## src/design/assert_macros.svh

```systemverilog
// Assertion macros shared by the encoder position and speed design.
`ifndef ASSERT_MACROS_SVH
`define ASSERT_MACROS_SVH

// Clocked check, disabled while reset is asserted.
`define EPSC_ASSERT(lbl, prop, msg) \
	lbl: assert property (@(posedge clk) disable iff (!arst_n) (prop)) \
		else $error(msg);

// Next-cycle implication built on the check above.
`define EPSC_ASSERT_NEXT(lbl, ante, cons, msg) \
	`EPSC_ASSERT(lbl, (ante) |=> (cons), msg)

`endif

```

## src/design/epsc_pkg.sv

```systemverilog
// Package: widths, constants, register codes and shared types of the encoder core.
`timescale 1ns / 1ps
package epsc_pkg;

	localparam int TIME_BITS       = 32;
	localparam int SPEED_FRAC_BITS = 8;
	localparam int TEETH_W         = 16;
	localparam int SPEED_W         = 32;

	// Speed numerator: 60e6 rpm*us, scaled by the fraction bits
	localparam longint unsigned SPEED_BASE = 64'd60000000;
	localparam int NUM_W = $clog2(SPEED_BASE + 1) + SPEED_FRAC_BITS;
	localparam logic [NUM_W-1:0] SPEED_NUM = NUM_W'(SPEED_BASE << SPEED_FRAC_BITS);

	// Divisor is interval times teeth
	localparam int PROD_W = TIME_BITS + TEETH_W;
	localparam int CNT_W  = $clog2(NUM_W + 1);

	localparam logic [SPEED_W-1:0] SPEED_MAX   = '1;
	localparam logic [TEETH_W-1:0] TEETH_RESET = TEETH_W'(20);

	// APB register port
	localparam int APB_AW = 3;
	localparam int APB_DW = 32;

	typedef enum logic [0:0] {
		REG_TEETH  = 1'b0,
		REG_INVERT = 1'b1
	} reg_idx_t;

	typedef struct packed {
		logic [TEETH_W-1:0] teeth;
		logic               invert;
	} cfg_t;

	typedef struct packed {
		logic start;
	} div_ctrl_t;

	typedef struct packed {
		logic busy;
		logic done;
	} div_stat_t;

	typedef enum logic [3:0] {
		ST_IDLE = 4'b0001,
		ST_MUL  = 4'b0010,
		ST_DIV  = 4'b0100,
		ST_DONE = 4'b1000
	} seq_state_t;

endpackage

```

## src/design/epsc_if.sv

```systemverilog
// Stream interfaces for encoder samples and position/speed results.
`timescale 1ns / 1ps
interface epsc_sample_if;
	logic        valid;
	logic        ready;
	logic        chan_a;
	logic        chan_b;
	logic [31:0] time_us;

	modport source (output valid, chan_a, chan_b, time_us, input ready);
	modport sink   (input valid, chan_a, chan_b, time_us, output ready);
endinterface

interface epsc_result_if;
	logic               valid;
	logic               ready;
	logic signed [31:0] position;
	logic               moving_forward;
	logic        [31:0] speed_rpm_q8;
	logic               edge_seen;

	modport source (output valid, position, moving_forward, speed_rpm_q8, edge_seen,
		input ready);
	modport sink   (input valid, position, moving_forward, speed_rpm_q8, edge_seen,
		output ready);
endinterface

```

## src/design/encoder_position_and_speed_core.sv

```systemverilog
// Top level: encoder edge detect, position count and speed sequencer.
`timescale 1ns / 1ps
// Usage
//   sample channel: chan_a, chan_b and a free-running microsecond timestamp.
//   result channel: one result per sample (position, direction, speed, edge flag).
//   Both are valid/ready; a transfer happens when valid and ready are high.
//   APB port: teeth_per_rev at 0x0, invert_direction at 0x4; write only while idle.
// Sequencing
//   A sample that needs no speed update passes from IDLE to DONE, which loads
//   its result into the output register once that is free. A sample with a
//   rising edge on A, or an elapsed time past a nonzero stored interval,
//   goes through MUL, which forms interval*teeth, then DIV, where the
//   bit-serial divider yields one quotient bit per cycle, then DONE. Zero
//   interval or zero teeth saturates the speed directly. The sample channel
//   takes one item at a time; ready is high while idle.
// Reset
//   arst_n clears position, timestamps, interval and speed to zero and
//   restores teeth_per_rev to 20 and invert_direction to 0.
// Stall
//   The result sits in an output register; a new sample may be taken while
//   it waits, and that sample's result holds until the register frees.
module encoder_position_and_speed_core import epsc_pkg::*; (
	input  logic              clk,
	input  logic              arst_n,
	epsc_sample_if.sink       sample,
	epsc_result_if.source     result,
	input  logic              psel,
	input  logic              penable,
	input  logic              pwrite,
	input  logic [APB_AW-1:0] paddr,
	input  logic [APB_DW-1:0] pwdata,
	output logic [APB_DW-1:0] prdata,
	output logic              pready
);

`include "assert_macros.svh"

	cfg_t       cfg;
	div_ctrl_t  div_ctrl;
	div_stat_t  div_stat;
	logic [NUM_W-1:0] div_quot;

	seq_state_t state_q;

	logic                 prev_a_q;
	logic [TIME_BITS-1:0] last_edge_q;
	logic [31:0]          step_q;
	logic                 dir_q;
	logic [TIME_BITS-1:0] interval_q;
	logic [SPEED_W-1:0]   speed_q;
	logic                 edge_q;
	logic [TIME_BITS-1:0] dt_q;
	logic [PROD_W-1:0]    prod_q;
	logic                 start_q;

	logic                 out_valid_q;
	logic signed [31:0]   out_pos_q;
	logic                 out_dir_q;
	logic [SPEED_W-1:0]   out_speed_q;
	logic                 out_edge_q;

	logic                 in_xfer;
	logic                 out_free;
	logic [TIME_BITS-1:0] now;
	logic [TIME_BITS-1:0] dt;
	logic                 rise;
	logic                 decay;

	epsc_regs u_regs (
		.clk     (clk),
		.arst_n  (arst_n),
		.psel    (psel),
		.penable (penable),
		.pwrite  (pwrite),
		.paddr   (paddr),
		.pwdata  (pwdata),
		.prdata  (prdata),
		.pready  (pready),
		.cfg     (cfg)
	);

	epsc_div u_div (
		.clk      (clk),
		.arst_n   (arst_n),
		.ctrl     (div_ctrl),
		.divisor  (prod_q),
		.stat     (div_stat),
		.quotient (div_quot)
	);

	function automatic logic [SPEED_W-1:0] sat_speed(input logic [NUM_W-1:0] q);
		if (64'(q) > 64'(SPEED_MAX))
			return SPEED_MAX;
		return SPEED_W'(q);
	endfunction

	// sample decode
	always_comb begin
		now   = TIME_BITS'(sample.time_us);
		dt    = now - last_edge_q;
		rise  = !prev_a_q && sample.chan_a;
		decay = (dt > interval_q) && (interval_q != '0);
	end

	assign sample.ready   = (state_q == ST_IDLE);
	assign in_xfer        = sample.valid && sample.ready;
	assign out_free       = !out_valid_q || result.ready;
	assign div_ctrl.start = start_q;

	// sequencer and encoder state
	always_ff @(posedge clk or negedge arst_n) begin
		if (!arst_n) begin
			state_q     <= ST_IDLE;
			prev_a_q    <= 1'b0;
			last_edge_q <= '0;
			step_q      <= '0;
			dir_q       <= 1'b0;
			interval_q  <= '0;
			speed_q     <= '0;
			edge_q      <= 1'b0;
			start_q     <= 1'b0;
			out_valid_q <= 1'b0;
		end else begin
			start_q <= 1'b0;
			if (result.valid && result.ready)
				out_valid_q <= 1'b0;
			unique case (state_q)
				ST_IDLE: begin
					if (in_xfer) begin
						prev_a_q <= sample.chan_a;
						edge_q   <= rise;
						state_q  <= ST_DONE;
						if (rise) begin
							step_q      <= sample.chan_b ? step_q + 32'd1 : step_q - 32'd1;
							dir_q       <= sample.chan_b ^ cfg.invert;
							interval_q  <= dt;
							last_edge_q <= now;
						end
						if (rise || decay) begin
							if (dt == '0 || cfg.teeth == '0)
								speed_q <= SPEED_MAX;
							else
								state_q <= ST_MUL;
						end
					end
				end
				ST_MUL: begin
					start_q <= 1'b1;
					state_q <= ST_DIV;
				end
				ST_DIV: begin
					if (div_stat.done) begin
						speed_q <= sat_speed(div_quot);
						state_q <= ST_DONE;
					end
				end
				ST_DONE: begin
					if (out_free) begin
						out_valid_q <= 1'b1;
						state_q     <= ST_IDLE;
					end
				end
				default: state_q <= ST_IDLE;
			endcase
		end
	end

	// divisor product and result payload
	always_ff @(posedge clk) begin
		if (in_xfer)
			dt_q <= dt;
		if (state_q == ST_MUL)
			prod_q <= PROD_W'(dt_q) * PROD_W'(cfg.teeth);
		if (state_q == ST_DONE && out_free) begin
			out_pos_q   <= step_q;
			out_dir_q   <= dir_q;
			out_speed_q <= speed_q;
			out_edge_q  <= edge_q;
		end
	end

	assign result.valid          = out_valid_q;
	assign result.position       = out_pos_q;
	assign result.moving_forward = out_dir_q;
	assign result.speed_rpm_q8   = out_speed_q;
	assign result.edge_seen      = out_edge_q;

	`EPSC_ASSERT(a_start_idle_div, div_ctrl.start |-> !div_stat.busy, "divider started while busy")
	`EPSC_ASSERT_NEXT(a_busy_after_xfer, in_xfer, !sample.ready, "sample taken while busy")
	`EPSC_ASSERT(a_done_in_div, div_stat.done |-> (state_q == ST_DIV), "divider done outside DIV")

endmodule

```

## src/design/epsc_regs.sv

```systemverilog
// APB configuration registers: teeth per revolution and direction invert.
`timescale 1ns / 1ps
module epsc_regs import epsc_pkg::*; (
	input  logic              clk,
	input  logic              arst_n,
	input  logic              psel,
	input  logic              penable,
	input  logic              pwrite,
	input  logic [APB_AW-1:0] paddr,
	input  logic [APB_DW-1:0] pwdata,
	output logic [APB_DW-1:0] prdata,
	output logic              pready,
	output cfg_t              cfg
);

	logic [TEETH_W-1:0] teeth_q;
	logic               invert_q;
	logic               wr_en;
	reg_idx_t           idx;

	assign pready = 1'b1;
	assign wr_en  = psel && penable && pwrite && pready;
	assign idx    = reg_idx_t'(paddr[2]);

	// register writes
	always_ff @(posedge clk or negedge arst_n) begin
		if (!arst_n) begin
			teeth_q  <= TEETH_RESET;
			invert_q <= 1'b0;
		end else if (wr_en) begin
			unique case (idx)
				REG_TEETH:  teeth_q  <= pwdata[TEETH_W-1:0];
				REG_INVERT: invert_q <= pwdata[0];
				default: ;
			endcase
		end
	end

	// read mux
	always_comb begin
		prdata = '0;
		unique case (idx)
			REG_TEETH:  prdata = APB_DW'(teeth_q);
			REG_INVERT: prdata = APB_DW'(invert_q);
			default:    prdata = '0;
		endcase
	end

	assign cfg.teeth  = teeth_q;
	assign cfg.invert = invert_q;

endmodule

```

## src/design/epsc_div.sv

```systemverilog
// Restoring divider, one quotient bit per cycle: speed numerator over interval*teeth.
`timescale 1ns / 1ps
module epsc_div import epsc_pkg::*; (
	input  logic              clk,
	input  logic              arst_n,
	input  div_ctrl_t         ctrl,
	input  logic [PROD_W-1:0] divisor,
	output div_stat_t         stat,
	output logic [NUM_W-1:0]  quotient
);

	logic              busy_q;
	logic              done_q;
	logic [CNT_W-1:0]  cnt_q;
	logic [NUM_W-1:0]  num_q;
	logic [NUM_W-1:0]  quot_q;
	logic [PROD_W-1:0] den_q;
	logic [PROD_W-1:0] rem_q;
	logic [PROD_W:0]   rem_sh;
	logic [PROD_W:0]   rem_diff;
	logic              q_bit;

	// one shift/compare/subtract step
	always_comb begin
		rem_sh   = {rem_q, num_q[NUM_W-1]};
		rem_diff = rem_sh - {1'b0, den_q};
		q_bit    = (rem_sh >= {1'b0, den_q});
	end

	// control
	always_ff @(posedge clk or negedge arst_n) begin
		if (!arst_n) begin
			busy_q <= 1'b0;
			done_q <= 1'b0;
			cnt_q  <= '0;
		end else begin
			done_q <= 1'b0;
			if (ctrl.start) begin
				busy_q <= 1'b1;
				cnt_q  <= CNT_W'(NUM_W);
			end else if (busy_q) begin
				cnt_q <= cnt_q - 1'b1;
				if (cnt_q == CNT_W'(1)) begin
					busy_q <= 1'b0;
					done_q <= 1'b1;
				end
			end
		end
	end

	// datapath
	always_ff @(posedge clk) begin
		if (ctrl.start) begin
			num_q  <= SPEED_NUM;
			den_q  <= divisor;
			rem_q  <= '0;
			quot_q <= '0;
		end else if (busy_q) begin
			num_q  <= {num_q[NUM_W-2:0], 1'b0};
			quot_q <= {quot_q[NUM_W-2:0], q_bit};
			rem_q  <= q_bit ? rem_diff[PROD_W-1:0] : rem_sh[PROD_W-1:0];
		end
	end

	assign stat.busy = busy_q;
	assign stat.done = done_q;
	assign quotient  = quot_q;

endmodule

```

## src/flat_wrapper.sv

```systemverilog
// flat-port wrapper written by rule: the top's interface ports become plain ports
module encoder_position_and_speed_core_flat import epsc_pkg::*;
  (clk, arst_n, psel, penable, pwrite, paddr, pwdata, prdata, pready, sample_valid, sample_chan_a, sample_chan_b, sample_time_us, sample_ready, result_valid, result_position, result_moving_forward, result_speed_rpm_q8, result_edge_seen, result_ready);
  epsc_sample_if sample_i ();
  epsc_result_if result_i ();
  input  logic clk;
  input  logic arst_n;
  input  logic psel;
  input  logic penable;
  input  logic pwrite;
  input  logic [APB_AW-1:0] paddr;
  input  logic [APB_DW-1:0] pwdata;
  output logic [APB_DW-1:0] prdata;
  output logic pready;
  input wire logic [$bits(sample_i.valid)-1:0] sample_valid;
  input wire logic [$bits(sample_i.chan_a)-1:0] sample_chan_a;
  input wire logic [$bits(sample_i.chan_b)-1:0] sample_chan_b;
  input wire logic [$bits(sample_i.time_us)-1:0] sample_time_us;
  output wire logic [$bits(sample_i.ready)-1:0] sample_ready;
  output wire logic [$bits(result_i.valid)-1:0] result_valid;
  output wire logic [$bits(result_i.position)-1:0] result_position;
  output wire logic [$bits(result_i.moving_forward)-1:0] result_moving_forward;
  output wire logic [$bits(result_i.speed_rpm_q8)-1:0] result_speed_rpm_q8;
  output wire logic [$bits(result_i.edge_seen)-1:0] result_edge_seen;
  input wire logic [$bits(result_i.ready)-1:0] result_ready;
  assign sample_i.valid = sample_valid;
  assign sample_i.chan_a = sample_chan_a;
  assign sample_i.chan_b = sample_chan_b;
  assign sample_i.time_us = sample_time_us;
  assign sample_ready = sample_i.ready;
  assign result_valid = result_i.valid;
  assign result_position = result_i.position;
  assign result_moving_forward = result_i.moving_forward;
  assign result_speed_rpm_q8 = result_i.speed_rpm_q8;
  assign result_edge_seen = result_i.edge_seen;
  assign result_i.ready = result_ready;
  encoder_position_and_speed_core u_core (.clk(clk), .arst_n(arst_n), .sample(sample_i), .result(result_i), .psel(psel), .penable(penable), .pwrite(pwrite), .paddr(paddr), .pwdata(pwdata), .prdata(prdata), .pready(pready));
endmodule
```

## config.mk

```make
export PLATFORM = sky130hd
export DESIGN_NAME = encoder_position_and_speed_core_flat
export DESIGN_NICKNAME = d
export VERILOG_FILES = /design/src/design/epsc_pkg.sv /design/src/design/epsc_if.sv /design/src/design/encoder_position_and_speed_core.sv /design/src/design/epsc_regs.sv /design/src/design/epsc_div.sv /design/src/flat_wrapper.sv
export VERILOG_INCLUDE_DIRS = /design/src /design/src/design
export SDC_FILE = /design/constraint.sdc
export NUM_CORES = 2
export LEC_CHECK = 0
export BUFFER_PORTS_ARGS = -buffer_cell sky130_fd_sc_hd__buf_2
export CAP_MARGIN = 20
export CORE_UTILIZATION = 35
export DETAILED_ROUTE_END_ITERATION = 12
export PLACE_DENSITY_LB_ADDON = 0.08
export SYNTH_ARGS = -nofsm -noshare
export SYNTH_HDL_FRONTEND = slang
export SYNTH_SLANG_ARGS = --single-unit
```

## constraint.sdc

```tcl
create_clock -name clk -period 7.6 [get_ports clk]
set_clock_uncertainty 0.05 [all_clocks]
set_input_delay 0 -clock clk [delete_from_list [all_inputs] [get_ports clk]]
set_output_delay 0 -clock clk [all_outputs]
set_load 0.02 [all_outputs]
```

==> flow_summary_export.csv <==
group,metric,value,unit
cts,clock_latency,0.65,ns
critical_path,crit_family,"adder cells",
critical_path,start_kind,"flop",
global_route,overflow,0,
logic_synthesis,synth.distinct_cells,92,
logic_synthesis,async_flop_share,35.53,%
logic_synthesis,netlist_area,39230,sq um
logic_synthesis,yosys.area.top_type,"fa_1",
die,die_x,336.8,microns
critical_path,cp.depth,22,
global_route,grt_pass1_wl,165.0,mm
critical_path,crit_path_top_delay_cell,"dfstp_2",
sta,tns,0,ns
drt,drc,0,
critical_path,worstPathArrival,7.55,ns
finish,final_util,39.95,%
min_path,worstHoldPathType,"primary input to flop",
finish,fin_nets,4956,
drt,wl,101.4,mm
logic_synthesis,synth_seq_cells,456,
logic_synthesis,synthTopCellsByArea,"fa_1 21%, edfxtp_1 15%, dfrtp_1 10%",
logic_synthesis,synthCells,4032,
logic_synthesis,synth_most_common_cell,"inv_1",
logic_synthesis,synth_top_area_share,21.49,%
critical_path,path_max_fanout,18,
logic_synthesis,synth_edf_count,194,
critical_path,reg2reg_from,"u_core.u_regs.teeth_q[2]",
critical_path,path_buf_inv,4,
die,row_count,122,
finish,regArea,11890,sq um
critical_path,endpoint,"u_core.prod_q[46]",
logic_synthesis,synth_flop_cell,"edfxtp_1",
sta,slew_headroom,32.36,%
die,io_pins,177,
sta,tightest_slew,1.012,ns
cts,cts-buffers-inserted,55,
sta,clock.fmax,138.6,MHz
critical_path,cpMostUsedCell,"fa_1",
drt,vias_per_cell,4.818,
logic_synthesis,yosys_warnings,0,
critical_path,crit_path_cell_trace,"buf_4, nand2_1, fa_1, fa_1, fa_1, inv_1, fa_1, fa_1, inv_1, fa_1, inv_1, ha_1, a21o_1, a21o_1, a21oi_1, nor2b_1, a31oi_1, o21ai_0, a211o_1, a31o_2, a41oi_1, xnor2_1",
cts,htree_levels,2,
sta,fin_crit,7.214,ns
die,start_util,35.40,%
cts,cts.sinks,456,
logic_synthesis,seq_area_frac_synth,30.30,%
finish,drive_gt1_share,10.25,%
finish,syn_to_final_growth,12.85,%
critical_path,rrSetupSlack,0.39,ns
global_route,grt_max_degree,89,
die,die_h,336.8,microns
sta,fin_hold_ws,0.08983,ns
critical_path,r2r-end,"u_core.prod_q[46]",
drt,drtPass1Iterations,5,
logic_synthesis,syn_area_per_cell,9.729,sq um
global_route,antenna_found_initial,2,
cts,clk_pin_slew,0.07,ns
placed_design,io_buffers,141,
drt,wl_per_cell,17.70,microns
critical_path,cpPeakStageDelay,0.77,ns
cts,root_buffer,"clkbuf_16",
sta,slew_viol_final,0,
drt,dr.first_iter.drc_count,1279,
drt,num_vias,27610,
critical_path,crit_type,"flop to flop",
drt,ant_nets,0,
finish,multi_input_area,24250,sq um
placed_design,place_congestion,0.8154,
sta,hold_viol,0,
finish,diodes,0,
finish,n_fill_cell,11310,
cts,ctsLongestPathBuffers,3,
critical_path,r2r_cells,22,
critical_path,startpoint,"u_core.u_regs.teeth_q[2]",
die,core,110800,sq um
cts,cts_tree,"done",
critical_path,crit_required,7.94,ns
global_route,grt_usage,18.38,%
logic_synthesis,yosys-top-cells-count,"621 x inv_1, 512 x nand2_1, 421 x fa_1",
critical_path,endpoint_kind,"flop",
sta,rsz0062_at_grt,"no",
die,die_area,113400,sq um
sta,setup_viol,0,
run_status,status,"completed",
global_route,grt_pass1_vias,29030,
sta,period_share,94.92,%
job,maxCapViolCount,0,
placed_design,dp_hpwl,76.87,mm
## tightest hold or removal path: cells and delay by family
kind                   cells  cell delay [ns]
multiplexers               1             0.13
buffers and inverters      2             0.62
## state kept, by name, summed over array words and instances (netlist names), 4 cells and up
signal and flops:
u_core.prod_q 48, u_core.u_div.den_q 48, u_core.u_div.rem_q 48, u_core.u_div.quotient 34
u_core.dt_q 32, u_core.interval_q 32, u_core.last_edge_q 32, u_core.result.position 32
u_core.result.speed_rpm_q8 32, u_core.speed_q 32, u_core.step_q 32, u_core.u_div.num_q 18
u_core.u_regs.teeth_q 16, u_core.u_div.cnt_q 6, u_core.state_q 4
## through the flow
| step | cells | worst slack (ns) | cell area [sq um] |
|---|---|---|---|
| 2_1_floorplan | 4047 | 0.8000 | 39280 |
| 3_5_place_dp | 5557 | 0.3495 | 41730 |
| 5_1_grt | 5731 | 0.03996 | 44270 |
| 6_report | 5731 | 0.3864 | 44270 |
| 3_3_place_gp | 5556 | 0.3836 | 41710 |
| 4_1_cts | 5724 | 0.3324 | 44210 |
## how the worst min path moves through the flow
stage | start | to | depth (start not counted)
after detailed placement | arst_n | u_core.last_edge_q[24] | 1
after global routing | sample_time_us[17] | u_core.last_edge_q[17] | 3
final | sample_time_us[10] | u_core.last_edge_q[10] | 3
after global placement | arst_n | u_core.last_edge_q[24] | 1
after floorplan | arst_n | u_core.dir_q | 0
after CTS | sample_time_us[19] | u_core.last_edge_q[19] | 3
## cell type report
class	instances	share of cell area (%)
clock buffer	69	3.414
clock inverter	35	0.7348
inverter	622	5.274
multi-input combinational	2768	54.79
sequential	456	26.87
tap	1488	4.206
timing repair buffer	293	4.717
## kinds of logic after synthesis
kind of cell	after synthesis	share of synthesized area, %
buffers and inverters	823	8.098
AND/OR/NAND/NOR	1171	14.22
other	2	0.01914
XOR/XNOR	138	3.081
AO/OA/AOI/OAI	638	11.13
flip-flops	456	30.30
adder cells (fa/ha/maj)	684	29.87
multiplexers	120	3.276
## metal layers
| metal | global-route usage (%) | share of wire [%] | wire (microns) |
|---|---|---|---|
| met4 | 3.404 | 1.5 | 1478 |
| met2 | 30.19 | 46 | 46950 |
| met5 | 0 | 0 | 0 |
| met3 | 2.232 | 3.2 | 3295 |
| met1 | 26.09 | 49 | 49720 |
## cell usage in the layout, fill, tap and decap left out, types with 53 or more instances in the layout
cell	netlist	layout
inv_1	621	621
nand2_1	512	512
fa_1	421	421
ha_1	263	263
and2_1	223	222
edfxtp_1	194	194
nor2_1	185	184
a21oi_1	162	162
dfrtp_1	159	156
buf_2	1	140
o21ai_0	121	121
dfxtp_1	100	100
xnor2_1	88	88
buf_4	17	84
a21o_1	81	81
mux2_2	67	67
dlygate4sd3_1	0	62
clkbuf_16	0	57
mux2i_1	53	53
## repair_timing
item / CTS / global route
endpoints found under the hold margin: 178 / 0
setup endpoints to repair: 0 / 2
hold buffers: 63 / 0
buffers inserted: 0 / 7
resized for setup: 0 / 2
Power is not shown: default switching activity piles up to over one toggle a cycle in this logic, so the estimate is an artifact.
